**src/rtl/skvt_pkg.sv**
```systemverilog
package skvt_pkg;

	// default sizes of the table
	localparam int MAX_ENTRIES_DEF = 16;
	localparam int KEY_BITS_DEF    = 16;
	localparam int VALUE_BITS_DEF  = 32;

	// fixed widths of the result word and the register
	localparam int VALUE_OUT_W = 32;
	localparam int COUNT_OUT_W = 5;

	// request codes
	typedef enum logic [1:0] {
		REQ_LOOKUP = 2'd0,
		REQ_INSERT = 2'd1,
		REQ_DELETE = 2'd2
	} req_t;

	// result status codes
	typedef enum logic [1:0] {
		ST_DONE    = 2'd0,
		ST_PRESENT = 2'd1,
		ST_FULL    = 2'd2,
		ST_ABSENT  = 2'd3
	} status_t;

	// command broadcast to every cell
	typedef struct packed {
		logic ins;
		logic del;
	} cmd_t;

endpackage

```
**src/rtl/small_key_value_table.sv**
```systemverilog
// Small key/value table: up to MAX_ENTRIES unique pairs in order of insertion,
// held in a row of cells that each compare their key with the request at once.
// One request word is taken per clock cycle and its result word appears in the
// next cycle from an output register; the request channel stalls only while
// that register holds a word the far side has not taken. The match and value
// chains through all cells set the critical path. Lookup returns the held
// value or missing_value; insert appends a new key unless the key is present
// or the table is full; delete removes the key and moves later pairs down.
// Every result reports the count and the empty and full flags after the request.
module small_key_value_table import skvt_pkg::*; #(
	parameter int MAX_ENTRIES = MAX_ENTRIES_DEF,
	parameter int KEY_BITS    = KEY_BITS_DEF,
	parameter int VALUE_BITS  = VALUE_BITS_DEF
) (
	input  logic                   clk,
	input  logic                   arst_n,
	// configuration
	input  logic                   cfg_valid,
	output logic                   cfg_ready,
	input  logic [VALUE_OUT_W-1:0] cfg_data,
	// requests
	input  logic                   req_valid,
	output logic                   req_stall,
	input  logic [1:0]             req_type,
	input  logic [KEY_BITS-1:0]    key,
	input  logic [VALUE_BITS-1:0]  value_in,
	// results
	output logic                   rsp_valid,
	input  logic                   rsp_stall,
	output logic                   found,
	output logic [VALUE_OUT_W-1:0] value_out,
	output logic [1:0]             status,
	output logic [COUNT_OUT_W-1:0] entry_count,
	output logic                   is_empty,
	output logic                   is_full
);

	localparam int CNT_W = $clog2(MAX_ENTRIES + 1);

	logic [VALUE_OUT_W-1:0] missing_q;
	logic [CNT_W-1:0]       count_q;
	logic [CNT_W-1:0]       count_nxt;
	logic                   rsp_valid_q;
	logic                   found_q;
	logic [VALUE_OUT_W-1:0] value_q;
	status_t                status_q;
	logic [CNT_W-1:0]       rsp_count_q;

	logic                   acc;
	logic                   hit;
	logic                   full;
	cmd_t                   cmd;
	cmd_t                   cmd_gated;
	status_t                st;
	logic [VALUE_OUT_W-1:0] vout;

	logic                  hit_chain [0:MAX_ENTRIES];
	logic [VALUE_BITS-1:0] val_chain [0:MAX_ENTRIES];
	logic [KEY_BITS-1:0]   cell_key  [0:MAX_ENTRIES-1];
	logic [VALUE_BITS-1:0] cell_val  [0:MAX_ENTRIES-1];

	// configuration register, always ready
	assign cfg_ready = 1'b1;

	always_ff @(posedge clk or negedge arst_n) begin
		if (!arst_n) begin
			missing_q <= '0;
		end else if (cfg_valid) begin
			missing_q <= cfg_data;
		end
	end

	// handshake on the request side
	assign req_stall = rsp_valid_q & rsp_stall;
	assign acc       = req_valid & ~req_stall;

	// row of cells
	assign hit_chain[0] = 1'b0;
	assign val_chain[0] = '0;

	for (genvar i = 0; i < MAX_ENTRIES; i++) begin : g_cell
		logic [KEY_BITS-1:0]   nbr_k;
		logic [VALUE_BITS-1:0] nbr_v;

		// the top cell has no upper neighbour
		if (i == MAX_ENTRIES - 1) begin : g_top
			assign nbr_k = '0;
			assign nbr_v = '0;
		end else begin : g_mid
			assign nbr_k = cell_key[i+1];
			assign nbr_v = cell_val[i+1];
		end

		skvt_cell #(
			.KEY_BITS   (KEY_BITS),
			.VALUE_BITS (VALUE_BITS)
		) u_cell (
			.clk        (clk),
			.valid      (CNT_W'(i) < count_q),
			.tail       (CNT_W'(i) == count_q),
			.cmd        (cmd_gated),
			.key        (key),
			.value_in   (value_in),
			.nbr_key    (nbr_k),
			.nbr_value  (nbr_v),
			.hit_in     (hit_chain[i]),
			.val_in     (val_chain[i]),
			.hit_out    (hit_chain[i+1]),
			.val_out    (val_chain[i+1]),
			.key_held   (cell_key[i]),
			.value_held (cell_val[i])
		);
	end

	assign hit  = hit_chain[MAX_ENTRIES];
	assign full = (count_q == CNT_W'(MAX_ENTRIES));
	assign vout = hit ? VALUE_OUT_W'(val_chain[MAX_ENTRIES]) : missing_q;

	// decode the request
	always_comb begin
		cmd       = '0;
		st        = ST_DONE;
		count_nxt = count_q;
		case (req_type)
			REQ_INSERT: begin
				if (hit) begin
					st = ST_PRESENT;
				end else if (full) begin
					st = ST_FULL;
				end else begin
					cmd.ins   = 1'b1;
					count_nxt = count_q + 1'b1;
				end
			end
			REQ_DELETE: begin
				if (!hit) begin
					st = ST_ABSENT;
				end else begin
					cmd.del   = 1'b1;
					count_nxt = count_q - 1'b1;
				end
			end
			default: begin
				st = ST_DONE;
			end
		endcase
	end

	assign cmd_gated = acc ? cmd : '0;

	// entry count
	always_ff @(posedge clk or negedge arst_n) begin
		if (!arst_n) begin
			count_q <= '0;
		end else if (acc) begin
			count_q <= count_nxt;
		end
	end

	// result word valid flag
	always_ff @(posedge clk or negedge arst_n) begin
		if (!arst_n) begin
			rsp_valid_q <= 1'b0;
		end else if (acc) begin
			rsp_valid_q <= 1'b1;
		end else if (!rsp_stall) begin
			rsp_valid_q <= 1'b0;
		end
	end

	// result word payload
	always_ff @(posedge clk) begin
		if (acc) begin
			found_q     <= hit;
			value_q     <= vout;
			status_q    <= st;
			rsp_count_q <= count_nxt;
		end
	end

	assign rsp_valid   = rsp_valid_q;
	assign found       = found_q;
	assign value_out   = value_q;
	assign status      = status_q;
	assign entry_count = COUNT_OUT_W'(rsp_count_q);
	assign is_empty    = (rsp_count_q == '0);
	assign is_full     = (rsp_count_q == CNT_W'(MAX_ENTRIES));

endmodule

```
**src/rtl/skvt_cell.sv**
```systemverilog
module skvt_cell import skvt_pkg::*; #(
	parameter int KEY_BITS   = KEY_BITS_DEF,
	parameter int VALUE_BITS = VALUE_BITS_DEF
) (
	input  logic                  clk,
	input  logic                  valid,
	input  logic                  tail,
	input  cmd_t                  cmd,
	input  logic [KEY_BITS-1:0]   key,
	input  logic [VALUE_BITS-1:0] value_in,
	input  logic [KEY_BITS-1:0]   nbr_key,
	input  logic [VALUE_BITS-1:0] nbr_value,
	input  logic                  hit_in,
	input  logic [VALUE_BITS-1:0] val_in,
	output logic                  hit_out,
	output logic [VALUE_BITS-1:0] val_out,
	output logic [KEY_BITS-1:0]   key_held,
	output logic [VALUE_BITS-1:0] value_held
);

	logic [KEY_BITS-1:0]   key_q;
	logic [VALUE_BITS-1:0] val_q;
	logic                  hit;

	// compare against the request key
	assign hit = valid & (key_q == key);

	// match seen at this cell or below
	assign hit_out = hit_in | hit;

	// keys are unique, so at most one cell puts its value on the chain
	assign val_out = val_in | (hit ? val_q : '0);

	assign key_held   = key_q;
	assign value_held = val_q;

	// append at the tail, or take the upper neighbour's pair to close a gap
	always_ff @(posedge clk) begin
		if (cmd.ins && tail) begin
			key_q <= key;
			val_q <= value_in;
		end else if (cmd.del && hit_out) begin
			key_q <= nbr_key;
			val_q <= nbr_value;
		end
	end

endmodule

```
**config.mk**
```make
export PLATFORM = sky130hd
export DESIGN_NAME = small_key_value_table
export DESIGN_NICKNAME = d
export VERILOG_FILES = /design/src/rtl/skvt_pkg.sv /design/src/rtl/small_key_value_table.sv /design/src/rtl/skvt_cell.sv
export SDC_FILE = /design/constraint.sdc
export NUM_CORES = 1
export LEC_CHECK = 0
export BUFFER_PORTS_ARGS = -buffer_cell sky130_fd_sc_hd__buf_2
export CORE_UTILIZATION = 45
export DETAILED_ROUTE_END_ITERATION = 10
export GPL_ROUTABILITY_DRIVEN = 0
export PLACE_DENSITY = 0.59
export SYNTH_ARGS = -nofsm -noshare
export SYNTH_HDL_FRONTEND = slang
export SYNTH_SLANG_ARGS = --single-unit
export TNS_END_PERCENT = 1
```
**constraint.sdc**
```tcl
create_clock -name clk -period 7.1 [get_ports clk]
set_clock_uncertainty 0.1 [all_clocks]
set_input_delay 1.42 -clock clk [delete_from_list [all_inputs] [get_ports clk]]
set_output_delay 1.42 -clock clk [all_outputs]
set_load 0.005 [all_outputs]
```
# --- Word level (Yosys, flattened, before mapping) ---
# Cells that the tools add are included.
totals:
  reg_bits: 846
  input_bits: 87
  out_inout_bits: 45
  wordCells: 289
classes:
  add_sub_neg: 2
  n_lt_le_gt_ge: 16
  n_eq_ne: 36
  muxes: 97
  n_bitwise: 49
  n_reduce_logical: 50
op_table:
  columns: ["op", "n"]
  rows:
  - ["2-to-1 mux 32 bit", 49]
  - ["2-to-1 mux 16 bit", 32]
  - ["OR 32 bit", 15]
  - ["equality test 16 bit", 16]
  - ["equality test 4 x 5 -> 1 bit (first input constant)", 8]
  - ["< comparator 4 x 5 -> 1 bit (first input constant)", 8]
  - ["logical AND 1 bit", 32]
  - ["nonzero test 2 bit", 16]
  - ["equality test 3 x 5 -> 1 bit (first input constant)", 4]
  - ["< comparator 3 x 5 -> 1 bit (first input constant)", 4]
  - ["AND 1 bit", 18]
  - ["2-to-1 mux 5 bit", 3]
  - ["OR 1 bit", 15]
  - ["equality test 2 x 5 -> 1 bit (first input constant)", 2]
  - ["equality test 5 bit (second input constant)", 2]
  - ["zero test 5 bit", 2]
  - ["< comparator 1 x 5 -> 1 bit (first input constant)", 2]
  - ["< comparator 2 x 5 -> 1 bit (first input constant)", 2]
  - ["case mux 5 bit (2 select lines)", 1]
  - ["2-to-1 mux 2 bit", 4]
  - ["2-to-1 mux 1 bit", 7]
  - ["adder 5 x 1 -> 5 bit (second input constant)", 1]
  - ["equality test 1 x 5 -> 1 bit (first input constant)", 1]
  - ["subtractor 5 x 1 -> 5 bit (second input constant)", 1]
  - ["other kinds (5)", 5]

# --- Logic depth before layout (Yosys ltp) ---
depth:
  ltp_word: 23
  mapped_depth: 17
  depth_no_buf: 11

# --- Hierarchy ---
# A second synthesis with hierarchy kept.
unflattened:
  cells_unflattened: 2957
  area_unflattened_um2: 45173.3
by_module_without_submodules:
  columns: ["module", "instances", "cells_per_inst", "area_per_inst_um2", "seq_area_each_um2"]
  rows:
  - ["skvt_cell", 16, 167, 2590.0, 1441.4]
  - ["small_key_value_table", 1, 285, 3733.6, 2152.1]

# --- Least setup slack after synthesis ---
# OpenSTA, ideal clock, no wires.
synth_path:
  kind: "input -> register"
  from: "input key[7]"
  to: "register g_cell[10].u_cell.key_q[0] (enable)"
  setup_ps: 520
  arrival_ps: 7112
  required_ps: 6480
  slack_ps: -632
  path_stages: 12
  n_path_buf: 3
  path_cell_list: "buf_2 -> buf_2 -> buf_2 -> xor2_1 -> nor4_1 -> nand3b_1 -> nor3_1 -> nor3_1 -> nor4bb_1 -> nand2_1 -> nand3_1 -> o21ai_0"
synth_between:
  elab_chain_len: 22
  elab_cells_between_ends: 55
  classes_between: "eq/ne: 16; mux: 5; bitwise: 31; reduce/logical: 3"
synth_lines:
  columns: ["element", "line_no", "text"]
  rows:
  - ["start: declaration", "small_key_value_table.sv:25", "input logic [KEY_BITS-1:0] key,"]
  - ["equality test 16 bit", "skvt_cell.sv:26", "assign hit = valid & (key_q == key);"]
  - ["AND 1 bit", "skvt_cell.sv:26", null]
  - ["OR 1 bit (15 in series)", "skvt_cell.sv:29", "assign hit_out = hit_in | hit;"]
  - ["2-to-1 mux 1 bit, on equally long branches", "small_key_value_table.sv:136, small_key_value_table.sv:126", null]
  - ["2-to-1 mux 1 bit", "small_key_value_table.sv:124", "case (req_type)"]
  - ["2-to-1 mux 2 bit", "small_key_value_table.sv:149", "assign cmd_gated = acc ? cmd : '0;"]
  - ["logical AND 1 bit, on equally long branches", "skvt_cell.sv:42, skvt_cell.sv:39", null]
  - ["nonzero test 2 bit (no line) *", null, null]
  - ["end signal: assignment", "skvt_cell.sv:40", "key_q <= key;"]
  - ["end signal: assignment", "skvt_cell.sv:43", "key_q <= nbr_key;"]
  - ["end: declaration", "skvt_cell.sv:21", "logic [KEY_BITS-1:0] key_q;"]
# Every way passes the cells marked *; elsewhere a longest branch is shown, timed or not.
# A chain may end at the register's enable or synchronous reset.

# --- Final worst setup path ---
layout_path:
  from: "input key[7]"
  to: "register g_cell[7].u_cell.val_q[3] (data pin)"
layout_between:
  elab_chain_len: 22
  elab_cells_between_ends: 52
  classes_between: "eq/ne: 16; mux: 4; bitwise: 31; reduce/logical: 1"
layout_lines:
  columns: ["element", "line_no", "text"]
  rows:
  - ["equality test 16 bit", "skvt_cell.sv:26", null]
  - ["AND 1 bit", "skvt_cell.sv:26", null]
  - ["OR 1 bit (14 in series)", "skvt_cell.sv:29", null]
  - ["OR 1 bit *", "skvt_cell.sv:29", null]
  - ["2-to-1 mux 1 bit *", "small_key_value_table.sv:126", "if (hit) begin"]
  - ["2-to-1 mux 1 bit *", "small_key_value_table.sv:124", null]
  - ["2-to-1 mux 2 bit *", "small_key_value_table.sv:149", null]
  - ["logical AND 1 bit *", "skvt_cell.sv:39", "if (cmd.ins && tail) begin"]
  - ["2-to-1 mux 32 bit *", "skvt_cell.sv:39", null]
  - ["end signal: assignment", "skvt_cell.sv:41", "val_q <= value_in;"]
  - ["end signal: assignment", "skvt_cell.sv:44", "val_q <= nbr_value;"]
  - ["end: declaration", "skvt_cell.sv:22", "logic [VALUE_BITS-1:0] val_q;"]
# Marks and branches as above.

==> summary.txt <==
STA
  – Setup TNS: 0 ns
  – Worst-Margin Slew: 1.188 ns
  – RSZ-0062 raised after global routing: false
  – Slew Limit Fails: 0
  – # setup viols final: 0
  – Slew margin rel.: 0.2058
  – Hold Vio Cnt, Final: 0
  – Final worst path period need: 6.030 ns
  – Tcrit/Tclk final: 0.8493
  – Max Clk Rate: 165.8 MHz

Finish
  – FF/Latch Area: 25210 um^2
  – Nets: 3204
  – Post-route cell area: 48420 um^2
  – Multi-input gate area: about 17000 um^2
  – Share of cells above drive strength 1: 0.3540
  – Fill count: 7772
  – Area growth, synth to finish: 13.27%

Setup path
  – Worst EP required: 7.41 ns
  – CP delay by family, top: simple AND/OR/NAND/NOR gates
  – CP Capture Type: register
  – Worst Path Buf+Inv: 3
  – Crit start category: input port
  – CP arrival: 6.34 ns
  – Worst-path maximum fanout: 32
  – Crit-path cells: buf_2 > buf_4 > xor2_1 > nor3_1 > nand4_1 > o22ai_1 > nor4_1 > and4_1 > and3_4 > and3_2 > buf_4 > mux2_2
  – Crit path kind: input port to register
  – Critical Path Slowest Stage Cell: nor4_1
  – Largest stage delay on the critical path: approximately 0.75 ns
  – Most used cell, CP: buf_4

Logic synthesis
  – Sequential area share after synthesis: 0.5899
  – Post-Synthesis Cells: 3035
  – Ys async rst share: 0.04492
  – Synth Flop Type: edfxtp_1
  – EDFF count, synth: 808
  – Yosys warning count: 0
  – Synth unique cells: 60
  – Mapped Area: 42740 um^2
  – Synth Area per Inst: 14.08 um^2
  – Syn nets: around 3100
  – Register bit total from synthesis: 846

Floorplan
  – Die ar.: just under 100000 um^2
  – Die width: about 310 um
  – Site Rows: 112
  – Die H: 310.2 um
  – Core ar.: about 94000 um^2
  – Initial Utilization: 0.4559
  – Io pins: 132

Power and ir drop
  – Switching part of the total: 0.2288
  – Pwr dens: between 200 and 250 nW/um^2
  – Gate power share: 0.060
  – Leakage power: 0.01618 uW
  – Pint: 8680 uW
  – Clock Power Share: 0.448
  – Flop pwr share: 0.492
  – Peak supply drop: 202.9 uV
  – Psw: 2575 uW

Clock network
  – Clock tree buffer depth: 3
  – Hold Buf Count CTS: 0
  – Post-cts resize count: 0
  – TritonCTS clock tree: done
  – TritonCTS Buffers: 94
  – Latest clock arrival within the worst-skew pair: 0.67 ns
  – Clock slew at reported path FFs: 0.06 ns
  – Setup bufs post-CTS: 0
  – Root Buffer: clkbuf_16
  – H-tree levels: 3
  – Clock sinks: 846

Global route
  – First-pass GRT wire length: around 200000 um
  – Initial antenna violation count: 10
  – Vias in the first global route: 28220
  – GRT Total Usage: 0.2898
  – Largest net degree at the start of global routing: 65
  – Total overflow reported by the global router: 0

Run status
  – Outcome: completed

Placed design
  – IO buf count: between 100 and 150
  – DP Area: 45270 um^2
  – DPL Wire Length: 82280 um

Drt
  – # DRC: 0
  – Vias post-DR: 28330
  – Antenna viol nets, final: 0
  – Drt first-iter violations: 3497
  – Routed WL: 139700 um
  – Drt pass-1 iters: 6
  – Per-cell routed wire length: 31.43 um
  – Vias per cell: around 6.4

Hold path
  – Tightest Hold Check Type: register to register

Job
  – Max Cap Viol: 0
[routing by layer]
| layer | GRT usage | routed length (um) |
|---|---|---|
| met3 | 0.05898 | 13280 |
| met1 | 0.3975 | 57070 |
| met2 | 0.4604 | 64620 |
| met5 | 0 | 57 |
| met4 | 0.09348 | 4652 |
[flip-flops by register name, summed over array words and instances, names as in the netlist]
signal	flops
g_cell.u_cell.value_held	512
count_q	5
g_cell.u_cell.key_held	256
value_out	32
status	2
found	1
missing_q	32
entry_count	5
rsp_valid	1
[logic make-up (layout without fill, tap and decap cells)]
kind of cell             after synthesis  after routing  synth area share
flip-flops                           846            846            0.5899
multiplexers                         721            721            0.1915
AND/OR/NAND/NOR                      509            509           0.06689
AO/OA/AOI/OAI                        390            390           0.06440
buffers and inverters                304            455           0.03249
XOR/XNOR                             257            257           0.05266
adder cells (fa/ha/maj)                7              7          0.002049
other                                  1              5        0.00008774
[cell usage in the layout (no fill, tap or decap), types with 46 or more instances in the layout]
cell type,instances
buf_2,130
a22oi_1,208
clkbuf_16,97
nand2_1,75
xor2_1,142
nand3_1,46
nor2_1,65
inv_1,46
nor4_1,54
edfxtp_1,808
o21ai_0,76
buf_4,75
nand4_1,86
and2_1,52
xnor2_1,115
mux2_2,684
[cell usage after synthesis, drive strengths merged (2+ instances only)]
cell	instances	share of area
a211oi	2	0.00035
xor2	142	0.029
o22ai	3	0.00044
edfxtp	808	0.57
nor4bb	8	0.0019
or4	8	0.0014
inv	46	0.0040
or2	5	0.00073
nor4b	7	0.0016
buf	128	0.017
clkinv	3	0.00026
xnor2	115	0.024
nor2	67	0.0059
nand4	86	0.013
or3b	3	0.00061
o21ai	81	0.0095
ha	7	0.0020
nor2b	3	0.00044
and4	4	0.00082
or4b	2	0.00047
a21oi	15	0.0018
dfrtp	38	0.022
nor3	34	0.0040
nor4	61	0.0092
and3	14	0.0022
nand2b	5	0.00073
nand2	76	0.0067
nand3b	4	0.00070
a31o	4	0.00082
nand4b	6	0.0012
a31oi	8	0.0012
a41oi	2	0.00041
clkbuf	127	0.011
mux2	720	0.19
a21o	2	0.00035
and2	52	0.0076
a22oi	208	0.037
o21bai	10	0.0018
nand3	49	0.0057
or3	12	0.0018
a221oi	24	0.0049
a22o	24	0.0049
a2111oi	3	0.00061
[power groups by stage]
stage / clock network (uW) / registers, uW / logic (uW)
2_1_floorplan: 0 / 5630 / 393
3_3_place_gp: 0 / 5640 / 648
3_5_place_dp: 0 / 5640 / 657
4_1_cts: 5100 / 5540 / 662
5_1_grt: 5280 / 5540 / 717
6_report: 5040 / 5540 / 676
[stage by stage]
stage          hold slack, ns  total power, uW    util  worst slack, ns  instances
3_3_place_gp           0.4021             6286  0.4829           0.6530       4268
2_1_floorplan          0.4015             6019       -          -0.6318       3035
6_report               0.4289            11260  0.5164            1.070       4444
5_1_grt                0.4603            11540  0.5164           0.9037       4442
4_1_cts                0.4288            11300  0.5163            1.284       4440
3_5_place_dp           0.4139             6296  0.4829           0.5707       4268
[worst paths after layout]
kind / from / to / slack (ns) / cells after the start
worst max-delay path: key[7] / g_cell[7].u_cell.value_held[3] / 1.07 / 12
worst min-delay path: rsp_valid / rsp_valid / 0.43 / 2
worst max register to register: count_q[4] / g_cell[7].u_cell.value_held[3] / 1.13 / 10
worst min register to register: rsp_valid / rsp_valid / 0.43 / 2
max in group asynchronous: arst_n / missing_q[2] / 5.59 / 2
min in group asynchronous: arst_n / missing_q[23] / 0.78 / 2
[layout make-up]
| class | instances | area share |
|---|---|---|
| timing repair buffer | 234 | 0.03706 |
| clock inverter | 35 | 0.009717 |
| inverter | 49 | 0.003799 |
| sequential | 846 | 0.5208 |
| multi-input combinational | 1885 | 0.3409 |
| antenna | 4 | 0.0002067 |
| clock buffer | 137 | 0.05510 |
| tap | 1254 | 0.03241 |
[worst reg2reg max path, delay by kind of cell (launching register included)]
| family | cells | cell delay [ns] |
|---|---|---|
| simple gates | 7 | 3.69 |
| flops | 1 | 0.65 |
| buf+inv | 2 | 0.79 |
| mux | 1 | 0.48 |
Note: power is estimated with default switching activity, not from simulation.
